==> config.mk <==
export PLATFORM = sky130hd
export DESIGN_NAME = compact_field_varint_parser_unit
export DESIGN_NICKNAME = d
export VERILOG_FILES = /design/src/design/cfvp_pkg.sv /design/src/design/cfvp_step.sv /design/src/design/compact_field_varint_parser_unit.sv
export SDC_FILE = /design/constraint.sdc
export NUM_CORES = 1
export LEC_CHECK = 0
export BUFFER_PORTS_ARGS = -buffer_cell sky130_fd_sc_hd__buf_4
export CAP_MARGIN = 15
export CORE_ASPECT_RATIO = 1.4
export CORE_MARGIN = 4
export CORE_UTILIZATION = 55
export CTS_CLUSTER_DIAMETER = 30
export DETAILED_ROUTE_END_ITERATION = 10
export PLACE_DENSITY_LB_ADDON = 0.2
export SETUP_SLACK_MARGIN = 0.2
export SLEW_MARGIN = 20
export SYNTH_ARGS = -nofsm -noshare
export SYNTH_HDL_FRONTEND = slang
export SYNTH_SLANG_ARGS = --single-unit
==> constraint.sdc <==
create_clock -name clk_i -period 11.1 [get_ports clk_i]
set_input_delay 3.33 -clock clk_i [delete_from_list [all_inputs] [get_ports clk_i]]
set_output_delay 3.33 -clock clk_i [all_outputs]
set_load 0.005 [all_outputs]
==> src/design/cfvp_pkg.sv <==
// ----------------------------------------------------------------------------
// cfvp_pkg: shared types and constants of the compact field varint parser
// Item structs, result and field kind codes, and the parse state layout.
// ----------------------------------------------------------------------------
package cfvp_pkg;

  localparam int VarintDigitW  = 7;   // data bits carried by one varint byte
  localparam int VarintMaxBytes = 5;  // longest legal varint for 32 bits
  localparam int ValueW        = 32;
  localparam int IdxW          = 3;

  typedef enum logic [2:0] {
    RES_DONE      = 3'd0,
    RES_PAYLOAD   = 3'd1,
    RES_NULL      = 3'd2,
    RES_MALFORMED = 3'd3,
    RES_ENDED     = 3'd4
  } result_kind_e;

  typedef enum logic [2:0] {
    FK_UNSIGNED = 3'd0,
    FK_SIGNED   = 3'd1,
    FK_STRING   = 3'd2,
    FK_ARRAY    = 3'd3,
    FK_TAGS     = 3'd4
  } field_kind_e;

  typedef enum logic [3:0] {
    PH_VARINT   = 4'b0001,
    PH_TAG_TYPE = 4'b0010,
    PH_TAG_LEN  = 4'b0100,
    PH_PAYLOAD  = 4'b1000
  } phase_e;

  typedef struct packed {
    logic [7:0] data_byte;
    logic [2:0] func;
    logic       buffer_end;
  } in_item_t;

  typedef struct packed {
    result_kind_e       result_kind;
    logic [ValueW-1:0]  value;
    logic signed [ValueW-1:0] signed_value;
    logic [7:0]         payload_byte;
    logic               last;
  } out_item_t;

  typedef struct packed {
    logic              busy;
    field_kind_e       kind;
    phase_e            phase;
    logic [ValueW-1:0] acc;
    logic [IdxW-1:0]   idx;
    logic [ValueW-1:0] tags;
    logic [ValueW-1:0] bytes;
  } parse_state_t;

  localparam parse_state_t IdleState = '{
    busy:  1'b0,
    kind:  FK_UNSIGNED,
    phase: PH_VARINT,
    acc:   '0,
    idx:   '0,
    tags:  '0,
    bytes: '0
  };

  // Zigzag decode: (raw >> 1) xor -(raw & 1).
  function automatic logic [ValueW-1:0] zigzag_decode(input logic [ValueW-1:0] raw);
    return {1'b0, raw[ValueW-1:1]} ^ {ValueW{raw[0]}};
  endfunction

endpackage

==> src/design/cfvp_step.sv <==
// ----------------------------------------------------------------------------
// cfvp_step: one-byte parse step
// Combinational next state and optional result for one message byte.
// ----------------------------------------------------------------------------
module cfvp_step import cfvp_pkg::*; (
  input  parse_state_t state_i,
  input  in_item_t     item_i,
  output parse_state_t state_o,
  output logic         res_valid_o,
  output out_item_t    res_o
);

  parse_state_t      cur;
  parse_state_t      nxt;
  logic [ValueW-1:0] digit;
  logic [ValueW-1:0] shifted;
  logic [ValueW-1:0] acc_new;
  logic [ValueW-1:0] len;
  logic [ValueW-1:0] tags_dec;
  logic [ValueW-1:0] bytes_dec;
  logic              cont;
  logic              complete;
  logic              malformed;
  logic              done;
  logic              tag_done;
  field_kind_e       start_kind;

  // Decode the field kind; unknown codes parse as unsigned.
  always_comb begin
    unique case (item_i.func)
      FK_SIGNED: start_kind = FK_SIGNED;
      FK_STRING: start_kind = FK_STRING;
      FK_ARRAY:  start_kind = FK_ARRAY;
      FK_TAGS:   start_kind = FK_TAGS;
      default:   start_kind = FK_UNSIGNED;
    endcase
  end

  always_comb begin
    cur = state_i;
    if (!cur.busy) begin
      cur.busy  = 1'b1;
      cur.kind  = start_kind;
      cur.phase = PH_VARINT;
      cur.acc   = '0;
      cur.idx   = '0;
    end

    // Place the 7 data bits at 7*idx; bits above 31 drop off.
    digit = {{(ValueW-VarintDigitW){1'b0}}, item_i.data_byte[VarintDigitW-1:0]};
    case (cur.idx)
      3'd0:    shifted = digit;
      3'd1:    shifted = digit << VarintDigitW;
      3'd2:    shifted = digit << (2*VarintDigitW);
      3'd3:    shifted = digit << (3*VarintDigitW);
      3'd4:    shifted = digit << (4*VarintDigitW);
      default: shifted = '0;
    endcase
    acc_new   = cur.acc | shifted;
    cont      = item_i.data_byte[VarintDigitW];
    len       = acc_new - ValueW'(1);
    tags_dec  = (cur.tags  != '0) ? cur.tags  - ValueW'(1) : '0;
    bytes_dec = (cur.bytes != '0) ? cur.bytes - ValueW'(1) : '0;

    nxt         = cur;
    res_valid_o = 1'b0;
    res_o       = '0;
    res_o.result_kind = RES_DONE;
    complete    = 1'b0;
    malformed   = 1'b0;
    done        = 1'b0;
    tag_done    = 1'b0;

    if (cur.phase != PH_PAYLOAD) begin
      if (!cont) begin
        complete = 1'b1;
        nxt.acc  = '0;
        nxt.idx  = '0;
      end else begin
        nxt.acc = acc_new;
        nxt.idx = cur.idx + IdxW'(1);
        malformed = (cur.idx == IdxW'(VarintMaxBytes - 1));
      end
    end

    unique case (cur.phase)
      PH_VARINT: begin
        if (complete) begin
          res_valid_o = 1'b1;
          res_o.last  = 1'b1;
          case (cur.kind)
            FK_SIGNED: begin
              res_o.value        = acc_new;
              res_o.signed_value = zigzag_decode(acc_new);
              done = 1'b1;
            end
            FK_STRING: begin
              if (acc_new == '0) begin
                res_o.result_kind = RES_NULL;
                done = 1'b1;
              end else begin
                res_o.value = len;
                res_o.last  = (len == '0);
                if (len == '0) begin
                  done = 1'b1;
                end else begin
                  nxt.bytes = len;
                  nxt.phase = PH_PAYLOAD;
                end
              end
            end
            FK_ARRAY: begin
              res_o.value = (acc_new != '0) ? len : '0;
              done = 1'b1;
            end
            FK_TAGS: begin
              res_o.value = acc_new;
              res_o.last  = (acc_new == '0);
              if (acc_new == '0) begin
                done = 1'b1;
              end else begin
                nxt.tags  = acc_new;
                nxt.phase = PH_TAG_TYPE;
              end
            end
            default: begin
              res_o.value = acc_new;
              done = 1'b1;
            end
          endcase
        end
      end
      PH_TAG_TYPE: begin
        if (complete) begin
          nxt.phase = PH_TAG_LEN;
        end
      end
      PH_TAG_LEN: begin
        if (complete) begin
          if (acc_new == '0) begin
            tag_done = 1'b1;
          end else begin
            nxt.bytes = acc_new;
            nxt.phase = PH_PAYLOAD;
          end
        end
      end
      PH_PAYLOAD: begin
        nxt.bytes = bytes_dec;
        if (cur.kind == FK_STRING) begin
          res_valid_o        = 1'b1;
          res_o.result_kind  = RES_PAYLOAD;
          res_o.payload_byte = item_i.data_byte;
          res_o.last         = (bytes_dec == '0);
          done               = (bytes_dec == '0);
        end else begin
          tag_done = (bytes_dec == '0);
        end
      end
      default: begin
        nxt = cur;
      end
    endcase

    // Close one skipped tag; the final one ends the field.
    if (tag_done) begin
      nxt.tags = tags_dec;
      if (tags_dec == '0) begin
        res_valid_o = 1'b1;
        res_o       = '0;
        res_o.result_kind = RES_DONE;
        res_o.last  = 1'b1;
        done        = 1'b1;
      end else begin
        nxt.phase = PH_TAG_TYPE;
      end
    end

    if (malformed) begin
      nxt         = IdleState;
      res_valid_o = 1'b1;
      res_o       = '0;
      res_o.result_kind = RES_MALFORMED;
      res_o.last  = 1'b1;
    end else if (done) begin
      nxt = IdleState;
    end else if (item_i.buffer_end) begin
      nxt         = IdleState;
      res_valid_o = 1'b1;
      res_o       = '0;
      res_o.result_kind = RES_ENDED;
      res_o.last  = 1'b1;
    end

    state_o = nxt;
  end

endmodule

==> src/design/compact_field_varint_parser_unit.sv <==
// ----------------------------------------------------------------------------
// compact_field_varint_parser_unit: byte-serial compact field parser
// Decodes base-128 varint fields, compact strings and tag buffers.
// ----------------------------------------------------------------------------
// Usage:
//   The input channel (in_valid_i / in_ready_o / in_item_i) takes one message
//   byte per item together with the field kind (sampled on a field's first
//   byte) and a buffer-end flag. The output channel (out_valid_o /
//   out_ready_i / out_item_o) gives zero or one result item per input item:
//   a decoded value, a passed-through payload byte, a null marker or an
//   error, with last set on the final result of each field.
//   An accepted byte waits in the input register; its result, if any, is
//   registered in the result register that drives out_valid_o.
//   Throughput: one byte per cycle while the result register is free or
//   drains; the parse state feeds back through a single register stage,
//   so consecutive bytes of a field follow directly.
//   Stall: when the result register holds an item the receiver has not
//   taken, the input register holds its byte and in_ready_o drops only once
//   that register is also full; nothing is dropped.
//   Reset: rst_ni clears both valid flags and returns the parser to idle,
//   so the next byte starts a new field.
// ----------------------------------------------------------------------------
module compact_field_varint_parser_unit import cfvp_pkg::*; (
  input  logic      clk_i,
  input  logic      rst_ni,
  input  logic      in_valid_i,
  output logic      in_ready_o,
  input  in_item_t  in_item_i,
  output logic      out_valid_o,
  input  logic      out_ready_i,
  output out_item_t out_item_o
);

  // Input register
  logic         in_valid_q, in_valid_d;
  in_item_t     in_item_q;
  // Parse state
  parse_state_t state_q, state_d;
  // Result register
  logic         out_valid_q, out_valid_d;
  out_item_t    out_item_q;

  logic         step_adv;
  logic         res_valid;
  out_item_t    res_item;
  parse_state_t step_state;

  // Advance the held byte when the result register is free or drains now.
  assign step_adv   = in_valid_q && (!out_valid_q || out_ready_i);
  assign in_ready_o = !in_valid_q || step_adv;

  cfvp_step u_step (
    .state_i     (state_q),
    .item_i      (in_item_q),
    .state_o     (step_state),
    .res_valid_o (res_valid),
    .res_o       (res_item)
  );

  always_comb begin
    in_valid_d  = in_valid_q;
    out_valid_d = out_valid_q;
    state_d     = state_q;
    if (in_valid_i && in_ready_o) begin
      in_valid_d = 1'b1;
    end else if (step_adv) begin
      in_valid_d = 1'b0;
    end
    if (step_adv) begin
      state_d     = step_state;
      out_valid_d = res_valid;
    end else if (out_ready_i) begin
      out_valid_d = 1'b0;
    end
  end

  always_ff @(posedge clk_i or negedge rst_ni) begin
    if (!rst_ni) begin
      in_valid_q  <= 1'b0;
      out_valid_q <= 1'b0;
      state_q     <= IdleState;
    end else begin
      in_valid_q  <= in_valid_d;
      out_valid_q <= out_valid_d;
      state_q     <= state_d;
    end
  end

  // Payload registers: load on an input handshake or a step with a result, hold otherwise.
  always_ff @(posedge clk_i) begin
    if (in_valid_i && in_ready_o) begin
      in_item_q <= in_item_i;
    end
    if (step_adv && res_valid) begin
      out_item_q <= res_item;
    end
  end

  assign out_valid_o = out_valid_q;
  assign out_item_o  = out_item_q;

endmodule

==> results of run 1 <==
stage by stage:
stage          power [uW]  hold WS, ns  cells  util (%)  area [um2]
2_1_floorplan        1165       0.4488   1552         -       13290
3_3_place_gp         1329       0.4710   1870     59.35       14180
3_5_place_dp         1334       0.4762   1870     59.36       14180
4_1_cts              1926       0.4931   1902     61.63       14720
5_1_grt              2006       0.5398   1903     61.66       14730
6_report             1933       0.4846   1903     61.66       14730
synth_stat cells, types with 14 or more instances:
cell | n | area [um2]
nand2_1 | 176 | 660.6
nand4_1 | 18 | 112.6
a21oi_1 | 64 | 320.3
o21ai_0 | 153 | 765.7
o31ai_1 | 25 | 187.7
nand3_1 | 40 | 200.2
nor3_1 | 52 | 260.3
or4_1 | 24 | 180.2
xnor2_1 | 48 | 420.4
edfxtp_1 | 88 | 2643
and3_1 | 14 | 87.58
inv_1 | 18 | 67.56
nor4_1 | 21 | 131.4
or3_1 | 17 | 106.4
nor2_1 | 161 | 604.3
o221ai_1 | 15 | 131.4
a22o_1 | 55 | 481.7
a22oi_1 | 45 | 337.8
o2bb2ai_1 | 20 | 175.2
a31oi_1 | 18 | 112.6
clkbuf_1 | 95 | 356.6
dfrtp_1 | 108 | 2703
xor2_1 | 20 | 175.2
and2_1 | 27 | 168.9
buf_2 | 15 | 75.07
where the power goes:
part | total (uW) | internal [uW] | switching [uW]
combinational | 482 | 160 | 322
clock | 599 | 308 | 291
sequential | 851 | 811 | 40.3
total | 1930 | 1280 | 654
per-layer routing:
metal  up-vias  wire length, um  global-route usage, %  part of all wire, %
met3       168             4203                  5.430                  8.7
li1       5899                -                      -                    -
met2       753            21970                  56.12                   46
met4         0             3658                  24.02                  7.6
met5         -                0                      0                    0
met1      6309            18410                  46.17                   38
tightest hold or removal path: cells and delay by family (launching register included):
| kind | cells | cell delay, ns |
|---|---|---|
| AO/OA/AOI/OAI | 1 | 0.06 |
| flip-flops | 1 | 0.35 |
| AND/OR/NAND/NOR | 1 | 0.05 |
state kept, by name, summed over array words and instances (netlist names):
signal       flops
out_valid_o      1
in_valid_q       1
out_item_o      76
state_q        107
in_item_q       12
area by class of cell:
class | count | area [um2] | area share [%]
clock buffer | 19 | 432.9 | 2.939
clock inverter | 13 | 108.9 | 0.7389
inverter | 18 | 67.56 | 0.4586
multi-input combinational | 1211 | 7348 | 49.88
sequential | 197 | 5373 | 36.47
tap | 310 | 387.9 | 2.633
timing repair buffer | 135 | 1013 | 6.880
how the worst min path moves through the flow:
stage | start | end | slack [ns]
CTS | state_q[103] | state_q[103] | 0.49
global route | state_q[103] | state_q[103] | 0.54
detailed placement | state_q[103] | state_q[103] | 0.48
global placement | state_q[103] | state_q[103] | 0.47
floorplan | state_q[103] | state_q[103] | 0.45
finish | state_q[103] | state_q[103] | 0.48
cells by family (layout without fill, tap and decap cells):
| family | Yosys count | count (layout) | synth area share, % |
|---|---|---|---|
| simple gates | 619 | 619 | 23.23 |
| compound gates | 508 | 508 | 25.84 |
| flops | 197 | 197 | 40.41 |
| buf+inv | 144 | 185 | 4.735 |
| xor+xnor | 68 | 68 | 4.481 |
| mux | 11 | 11 | 0.8284 |
| fa+ha+maj | 5 | 5 | 0.4707 |
==> flow_summary.ini, run 1 <==
[setup_path]
crit_slowest_cell = buf_4
r2r_start = state_q[106]
crit_type = input port to primary output
crit_end = in_ready_o
crit_family = buffers and inverters
critical_path_arrival_ns = 3.81
cp-start-kind = input port
endpoint_kind = primary output
crit_start = out_ready_i
cpPeakStageDelay_ns = 0.16
crit_buf_inv = 3
reg2reg_depth = 16
r2r_slack_ns = 4.42
path_cells = buf_4 > inv_1 > nand3_1 > buf_4
worst_ep_required_time_ns = 7.77
path_depth = 4
cp_common_cell = buf_4
path_max_fanout = 3
r2r_end = state_q[76]

[clocking]
cts_buffer_depth = 2
htreeDepth = 4
cts_resized = 0
cts_made_buffers = 17
clock_latency_ns = 0.46
hold_buffers = 0
cts_tree = done
clk_pin_slew_ns = 0.07
clock-root-buffer = clkbuf_16
post_cts_buffers = 0
cts_sinks = 197

[logic_synthesis]
synth_warnings = 0
seq_area_frac_synth_pct = 40.41
syn_inst = 1552
avgSynthCellArea_um2 = 8.564
synth_edf_count = 88
syn_area_um2 = 13290
synthesis.nets = 1573
synth-seq-cells = 197
ys.flop_type = dfrtp_1
synth_cell_types = 80
async_flop_share_pct = 55.33

[timing]
post-route-period-util_pct = 64.29
finalWorstSetupSlack_ns = 3.964
fin_skew_ns = 0.01189
grt_setup_unrepaired = false
slew_violations = 0
setup_viol = 0
slew_headroom_pct = 25.31
setup_tns_ns = 0
hold_viol = 0
post-route-min-period_ns = 7.136
fmax_ghz = 0.1401
worstMarginPinSlew_ns = 1.116

[global_route]
grt_pass1_vias = 12334
antenna_found_initial = 0
grt_pass1_wl_mm = 74.07
grtUsageTotal_pct = 35.87
overflow = 0
grt_max_degree = 67

[floorplanning]
dieArea_um2 = 26750
num_rows = 67
coreArea_um2 = 23890
die_h_um = 191.9
ios = 94
die_w_um = 139.4
initial_core_util_pct = 55.63

[layout]
fillers = 2133
drive_above_1_share_pct = 13.06
area_growth_pct = 10.83
nets = 1601
mostFrequentLayoutCells = nand2_1 (175), nor2_1 (160), o21ai_0 (153)
layout_commonest_cell = nand2_1
diodes = 0

[status]
outcome = complete, no violations

[drt]
drc = 0
wl_per_cell_um = 25.35
dr.first_iter.drc_count = 1577
drt-pass1-iter-count = 6
totalWireLength_mm = 48.24
vias = 13129
ant_nets = 0
viasPerCell = 6.899

[flow_run]
maxCapViolCount = 0

[placement]
pre_cts_slack_ns = 3.975
gp_congestion = 1.038
portBuffers = 93
hpwl_mm = 34.04

[power_and_ir_drop]
p_leak_uw = 0.005976
powerDensity_nw_per_um2 = 131.2
vdd_drop_max_v = 0.0001181

[min_path]
hold_class = register to register
holdPathStages = 2
Power figures use the tool's default switching activity.
==> run 2, diff against run 1 <==
--- a/config.mk
+++ b/config.mk
@@ -5,6 +5,7 @@
 export SDC_FILE = /design/constraint.sdc
 export NUM_CORES = 1
 export LEC_CHECK = 0
+export ABC_AREA = 1
 export BUFFER_PORTS_ARGS = -buffer_cell sky130_fd_sc_hd__buf_4
 export CAP_MARGIN = 15
 export CORE_ASPECT_RATIO = 1.4
==> constraint.sdc (replaced) <==
create_clock -name clk_i -period 7.2 [get_ports clk_i]
set_input_delay 2.16 -clock clk_i [delete_from_list [all_inputs] [get_ports clk_i]]
set_output_delay 2.16 -clock clk_i [all_outputs]
set_load 0.005 [all_outputs]
==> run 2 against run 1 <==
Net effect:
- synthesized area increased by 4.2%
- first-iteration DRC count rose by 26%
- die area grew 4.0%
- combinational power rose to 3.0 times the previous value
- global-route usage rose by 2.9 points
- total power increased by 94%
==> flow_summary.ini, run 2 <==
[status]
outcome = complete, no violations

[floorplanning]
die_h_um = 195.8
coreArea_um2 = 24760
die_w_um = 142.1
dieArea_um2 = 27830
initial_core_util_pct = 55.96
ios = 94
num_rows = 68

[drt]
ant_nets = 0
dr.first_iter.drc_count = 1983
totalWireLength_mm = 53.94
viasPerCell = 6.141
wl_per_cell_um = 22.39
drt-pass1-iter-count = 6
drc = 0
vias = 14794

[placement]
hpwl_mm = 39.54
portBuffers = 93
dp.cells = 2377
pre_cts_slack_ns = 1.928
gp_congestion = 1.086

[layout]
nets = 2102
fin_util_pct = 61.92
final_cells = 2409
largest_reg_flops = 107
top_register = state_q
layout_commonest_cell = nand2_1
diodes = 0
drive_above_1_share_pct = 11.70
mostFrequentLayoutCells = nand2_1 (667), nor2_1 (291), nand3_1 (182)
area_growth_pct = 10.65

[timing]
hold_viol = 0
post-route-min-period_ns = 5.398
finalWorstSetupSlack_ns = 1.802
worstMarginPinSlew_ns = 0.8669
grt_setup_unrepaired = false
setup_viol = 0
post-route-period-util_pct = 74.98
slew_headroom_pct = 42.21
setup_tns_ns = 0
fmax_ghz = 0.1852
fin_skew_ns = 0.01287
slew_violations = 0

[logic_synthesis]
synth_top_area_cell = dfrtp_1
yosysMostFrequentCell = nand2_1
avgSynthCellArea_um2 = 6.852
synth_cell_types = 58
synth-seq-cells = 197
syn_area_um2 = 13850
synth_top_area_share_pct = 19.51
ys_top_cells_by_count = nand2_1 (667), nor2_1 (292), nand3_1 (182)
yosys-top-cells-area = dfrtp_1 (20%), edfxtp_1 (19%), nand2_1 (18%)
ys.flop_type = dfrtp_1
seq_area_frac_synth_pct = 38.77
synth_warnings = 0
synthesis.nets = 2043
synth_edf_count = 88
syn_inst = 2022
async_flop_share_pct = 55.33

[power_and_ir_drop]
vdd_drop_max_v = 0.0001718
powerDensity_nw_per_um2 = 244.9
p_leak_uw = 0.007725

[global_route]
grtUsageTotal_pct = 38.78
grt_pass1_wl_mm = 82.68
grt_pass1_vias = 13972
antenna_found_initial = 0
grt_max_degree = 63
overflow = 0

[clocking]
clk_pin_slew_ns = 0.08
clock-root-buffer = clkbuf_16
htreeDepth = 4
hold_buffers = 0
cts_tree = done
cts_made_buffers = 17
post_cts_buffers = 0
cts_resized = 0
clock_latency_ns = 0.46
cts_buffer_depth = 2
cts_sinks = 197

[flow_run]
maxCapViolCount = 0

[setup_path]
crit_slowest_cell = dfrtp_1
cpPeakStageDelay_ns = 0.74
r2r_start = state_q[106]
cp-start-kind = register
crit_family = buffers and inverters
worst_ep_required_time_ns = 7.30
crit_buf_inv = 5
critical_path_arrival_ns = 5.49
r2r_slack_ns = 1.80
crit_type = register to register
path_cells = nand2_2 > nand3_4 > o21ai_4 > buf_4 > inv_1 > buf_4 > ha_1 > nand2_1 > nor2_1 > nand2_1 > nor4_1 > and2_1 > nand3_4 > nand2_1 > a21boi_0 > nand3_1 > nand2_1 > inv_2 > buf_4
reg2reg_depth = 19
endpoint_kind = register
path_max_fanout = 47
cp_common_cell = nand2_1
r2r_end = out_item_o[66]

[min_path]
hold_class = register to register
hold_path.startpoint = state_q[1]
hold-path-endpoint = state_q[1]
holdPathStages = 2
## run 2: cell types whose count changed in the layout (fill, tap and decap cells not counted), moves of 26 or more
cell	delta
a22o_1	-55
a22oi_1	-26
inv_1	+126
nand2_1	+492
nand3_1	+142
nand4_1	+28
nor2_1	+131
o21ai_0	-65
xnor2_1	-35
## run 2: logic make-up (layout without fill, tap and decap cells)
group                      Yosys count  count (layout)  share of synthesized area, %
adders and majority gates            5               5                        0.4515
AOI/OAI and AO/OA                  241             241                         10.39
xor gates and xnor gates            28              28                         1.770
and+or+nand+nor                   1311            1311                         41.29
buffers and inverters              240             312                         7.324
DFF                                197             197                         38.77
## run 2: layer usage
metal	GRT usage [%]	part of all wire [%]
met4	22.65	7.2
met5	0	0
met1	49.72	37
met2	60.55	46
met3	7.803	10
## run 2: how the worst max path moves through the flow
stage / to / from / slack (ns) / depth (start not counted)
floorplan: out_item_o[0] / out_ready_i / 2.34 / 7
global route: out_item_o[57] / state_q[106] / 1.30 / 19
global placement: out_item_o[60] / state_q[106] / 2.09 / 19
finish: out_item_o[66] / state_q[106] / 1.80 / 19
detailed placement: out_item_o[59] / state_q[106] / 1.93 / 19
CTS: out_item_o[66] / state_q[106] / 1.91 / 19
## run 2: per-stage QoR
stage | total power [uW] | instance area [um2] | hold WS (ns)
3_3_place_gp | 2731 | 14740 | 0.4573
6_report | 3754 | 15330 | 0.4820
3_5_place_dp | 2736 | 14740 | 0.4648
2_1_floorplan | 2293 | 13850 | 0.4419
5_1_grt | 3923 | 15330 | 0.5007
4_1_cts | 3704 | 15330 | 0.4853
## run 2: cell type report
type	instances	area, um2
Fill cell	2338	9429
Clock buffer	18	429.2
Sequential cell	197	5371
Inverter	162	608.1
Multi-Input combinational cell	1585	7482
Tap cell	315	394.1
Timing Repair Buffer	118	885.9
Clock inverter	14	158.9
## run 2: worst reg2reg max path: cells and delay by family, from the launching register on
kind	cells	cell delay, ns
DFF	1	0.74
AOI/OAI and AO/OA	2	0.19
and+or+nand+nor	11	1.91
adders and majority gates	1	0.21
buffers and inverters	5	1.93
## run 2: report_power, final
group	switching, uW	total (uW)	internal, uW
logic	1020	1440	427
registers	51.2	1330	1280
clock network	517	985	468
total	1580	3750	2170
==> run 3, diff against run 2 <==
==> constraint.sdc (replaced) <==
create_clock -name clk_i -period 5.4 [get_ports clk_i]
set_input_delay 1.62 -clock clk_i [delete_from_list [all_inputs] [get_ports clk_i]]
set_output_delay 1.62 -clock clk_i [all_outputs]
set_load 0.005 [all_outputs]
==> run 3 against run 2 <==
Net effect:
- clock skew rose by 0.0050 ns
- register-to-register slack got worse by 1.3 ns
- fmax up 11%
- first-iteration DRC count decreased by 2.6%
- non-clock buffer count rose by 8
- critical path depth up 3
- sequential share of layout area shrank 0.20 points
- hold slack lost 0.0043 ns
- global-route usage is 0.71 points higher
- clock power grew 34%
- largest cell class unchanged
- highest routed layer unchanged
==> flow_summary.ini, run 3 (synthesis gave the netlist of run 2 again) <==
[power_and_ir_drop]
powerDensity_nw_per_um2 = 326.3
power.total_uw = 5031
vdd_drop_max_v = 0.0002624
clkPwrFrac_pct = 26.2
p_leak_uw = 0.007776
netSwitchingFraction_pct = 42.24
seqPwrFrac_pct = 35.0
intPower_uw = 2906
comb_power_share_pct = 38.8
p_sw_uw = 2125

[timing]
grt_setup_unrepaired = false
post-route-period-util_pct = 90.43
hold_viol = 0
post-route-min-period_ns = 4.883
setup_tns_ns = 0
fmax_ghz = 0.2048
slew_headroom_pct = 43.42
slew_violations = 0
worstMarginPinSlew_ns = 0.8435
fin_skew_ns = 0.01787
setup_viol = 0

[layout]
mostFrequentLayoutCells = nand2_1 (667), nor2_1 (291), nand3_1 (182)
nets = 2110
top_register = state_q
fillers = 2315
area_growth_pct = 11.29
stdcell_area_um2 = 15420
layout_commonest_cell = nand2_1
largest_reg_flops = 107
drive_above_1_share_pct = 12.08

[floorplanning]
dieArea_um2 = 27830
coreArea_um2 = 24760
initial_core_util_pct = 55.96
ios = 94
die_w_um = 142.1
die_h_um = 195.8
num_rows = 68

[drt]
dr.first_iter.drc_count = 1931
ant_nets = 0
vias = 14945
wl_per_cell_um = 22.68
viasPerCell = 6.181
totalWireLength_mm = 54.85
drt-pass1-iter-count = 6
drc = 0

[setup_path]
path_cells = inv_1 > ha_1 > nand2_1 > nor2_4 > nand2_2 > nor2_2 > nand3_1 > nor2_2 > inv_2 > o21ai_0 > nand2_1 > nor2_1 > nand2_1 > nor2_1 > and2_1 > nand3_1 > nand2_1 > a21boi_0 > nand3_1 > nand2_1 > clkinv_2 > buf_12
endpoint_kind = register
r2r_start = state_q[0]
crit_start = state_q[0]
crit_slowest_cell = clkinv_2
crit_type = register to register
path_max_fanout = 40
reg2reg_depth = 22
r2r_end = out_item_o[66]
critical_path_arrival_ns = 5.05
cp_common_cell = nand2_1
crit_end = out_item_o[66]
r2r_slack_ns = 0.52
cp-start-kind = register
worst_ep_required_time_ns = 5.56
cpPeakStageDelay_ns = 0.41

[clocking]
cts_buffer_depth = 2
cts_made_buffers = 17
post_cts_buffers = 0
htreeDepth = 4
cts_sinks = 197
hold_buffers = 0
clk_pin_slew_ns = 0.08
cts_tree = done
clock-root-buffer = clkbuf_16
clock_latency_ns = 0.48

[min_path]
hold_class = register to register
hold_path.startpoint = state_q[32]

[placement]
hpwl_mm = 40.49
portBuffers = 93
gp_congestion = 1.057
post_dp_cell_area_um2 = 14830

[global_route]
overflow = 0
grt_pass1_vias = 14347
grt_max_degree = 57
antenna_found_initial = 0
grtUsageTotal_pct = 39.48
grt_pass1_wl_mm = 83.88

[status]
outcome = complete, no violations

[flow_run]
maxCapViolCount = 0
run 3: cell count changes in the layout (fill, tap and decap cells not counted):
cell      change
diode_2       +1
buf_4         +6
inv_2         -1
buf_12        +2
clkinv_1      -1
clkinv_8      -1
inv_4         +1
clkinv_2      +1
inv_8         +2
clkinv_4      +1
inv_6         -2
run 3: repair_timing:
action / in CTS / in global routing
hold endpoints to repair: 0 / 0
resized for setup: 0 / 2
setup endpoints to repair: 0 / 66
run 3: worst min path at each step:
stage / endpoint / cells past startpoint
after floorplan: state_q[0] / 2
after global placement: state_q[33] / 2
after detailed placement: state_q[32] / 2
after CTS: state_q[32] / 2
after global routing: state_q[0] / 2
final: state_q[32] / 2
run 3: final cells by class:
type,instances,area [um2],share of cell area [%]
antenna,1,2.502,0.01623
multi-input combinational,1585,7482,48.53
clock inverter,14,155.1,1.006
sequential,197,5371,34.84
clock buffer,18,429.2,2.783
tap,315,394.1,2.556
timing repair buffer,126,970.9,6.297
inverter,162,613.1,3.976
run 3: layer usage:
| metal | routed length [um] | track usage (%) | vias to the layer above |
|---|---|---|---|
| li1 | - | - | 6809 |
| met1 | 19650 | 48.78 | 6922 |
| met2 | 25650 | 63.33 | 973 |
| met3 | 5446 | 7.462 | 241 |
| met4 | 4106 | 24.47 | 0 |
| met5 | 0 | 0 | - |
run 3: through the flow:
| step | hold WS (ns) | setup WS (ns) | cells | utilization (%) |
|---|---|---|---|---|
| finish | 0.4777 | 0.5166 | 2418 | 62.28 |
| global route | 0.4879 | 0.2529 | 2417 | 62.27 |
| CTS | 0.4777 | 0.4641 | 2417 | 62.24 |
| detailed placement | 0.4582 | 0.5009 | 2385 | 59.88 |
| global placement | 0.4539 | 0.6936 | 2385 | 59.88 |
| floorplan | 0.4419 | 0.7808 | 2022 | - |
run 3: critical path, delay by kind of cell, from the launching register on:
family,cells,cell delay (ns)
flops,1,0.38
simple gates,15,2.45
compound gates,2,0.45
buf+inv,4,1.09
fa+ha+maj,1,0.18
run 3: power groups by stage:
stage / combinational [uW] / clock (uW) / sequential, uW
after floorplan: 1270 / 0 / 1790
after global placement: 1890 / 0 / 1790
after detailed placement: 1890 / 0 / 1790
after CTS: 1900 / 1320 / 1760
after global routing: 2110 / 1380 / 1770
final: 1950 / 1320 / 1760
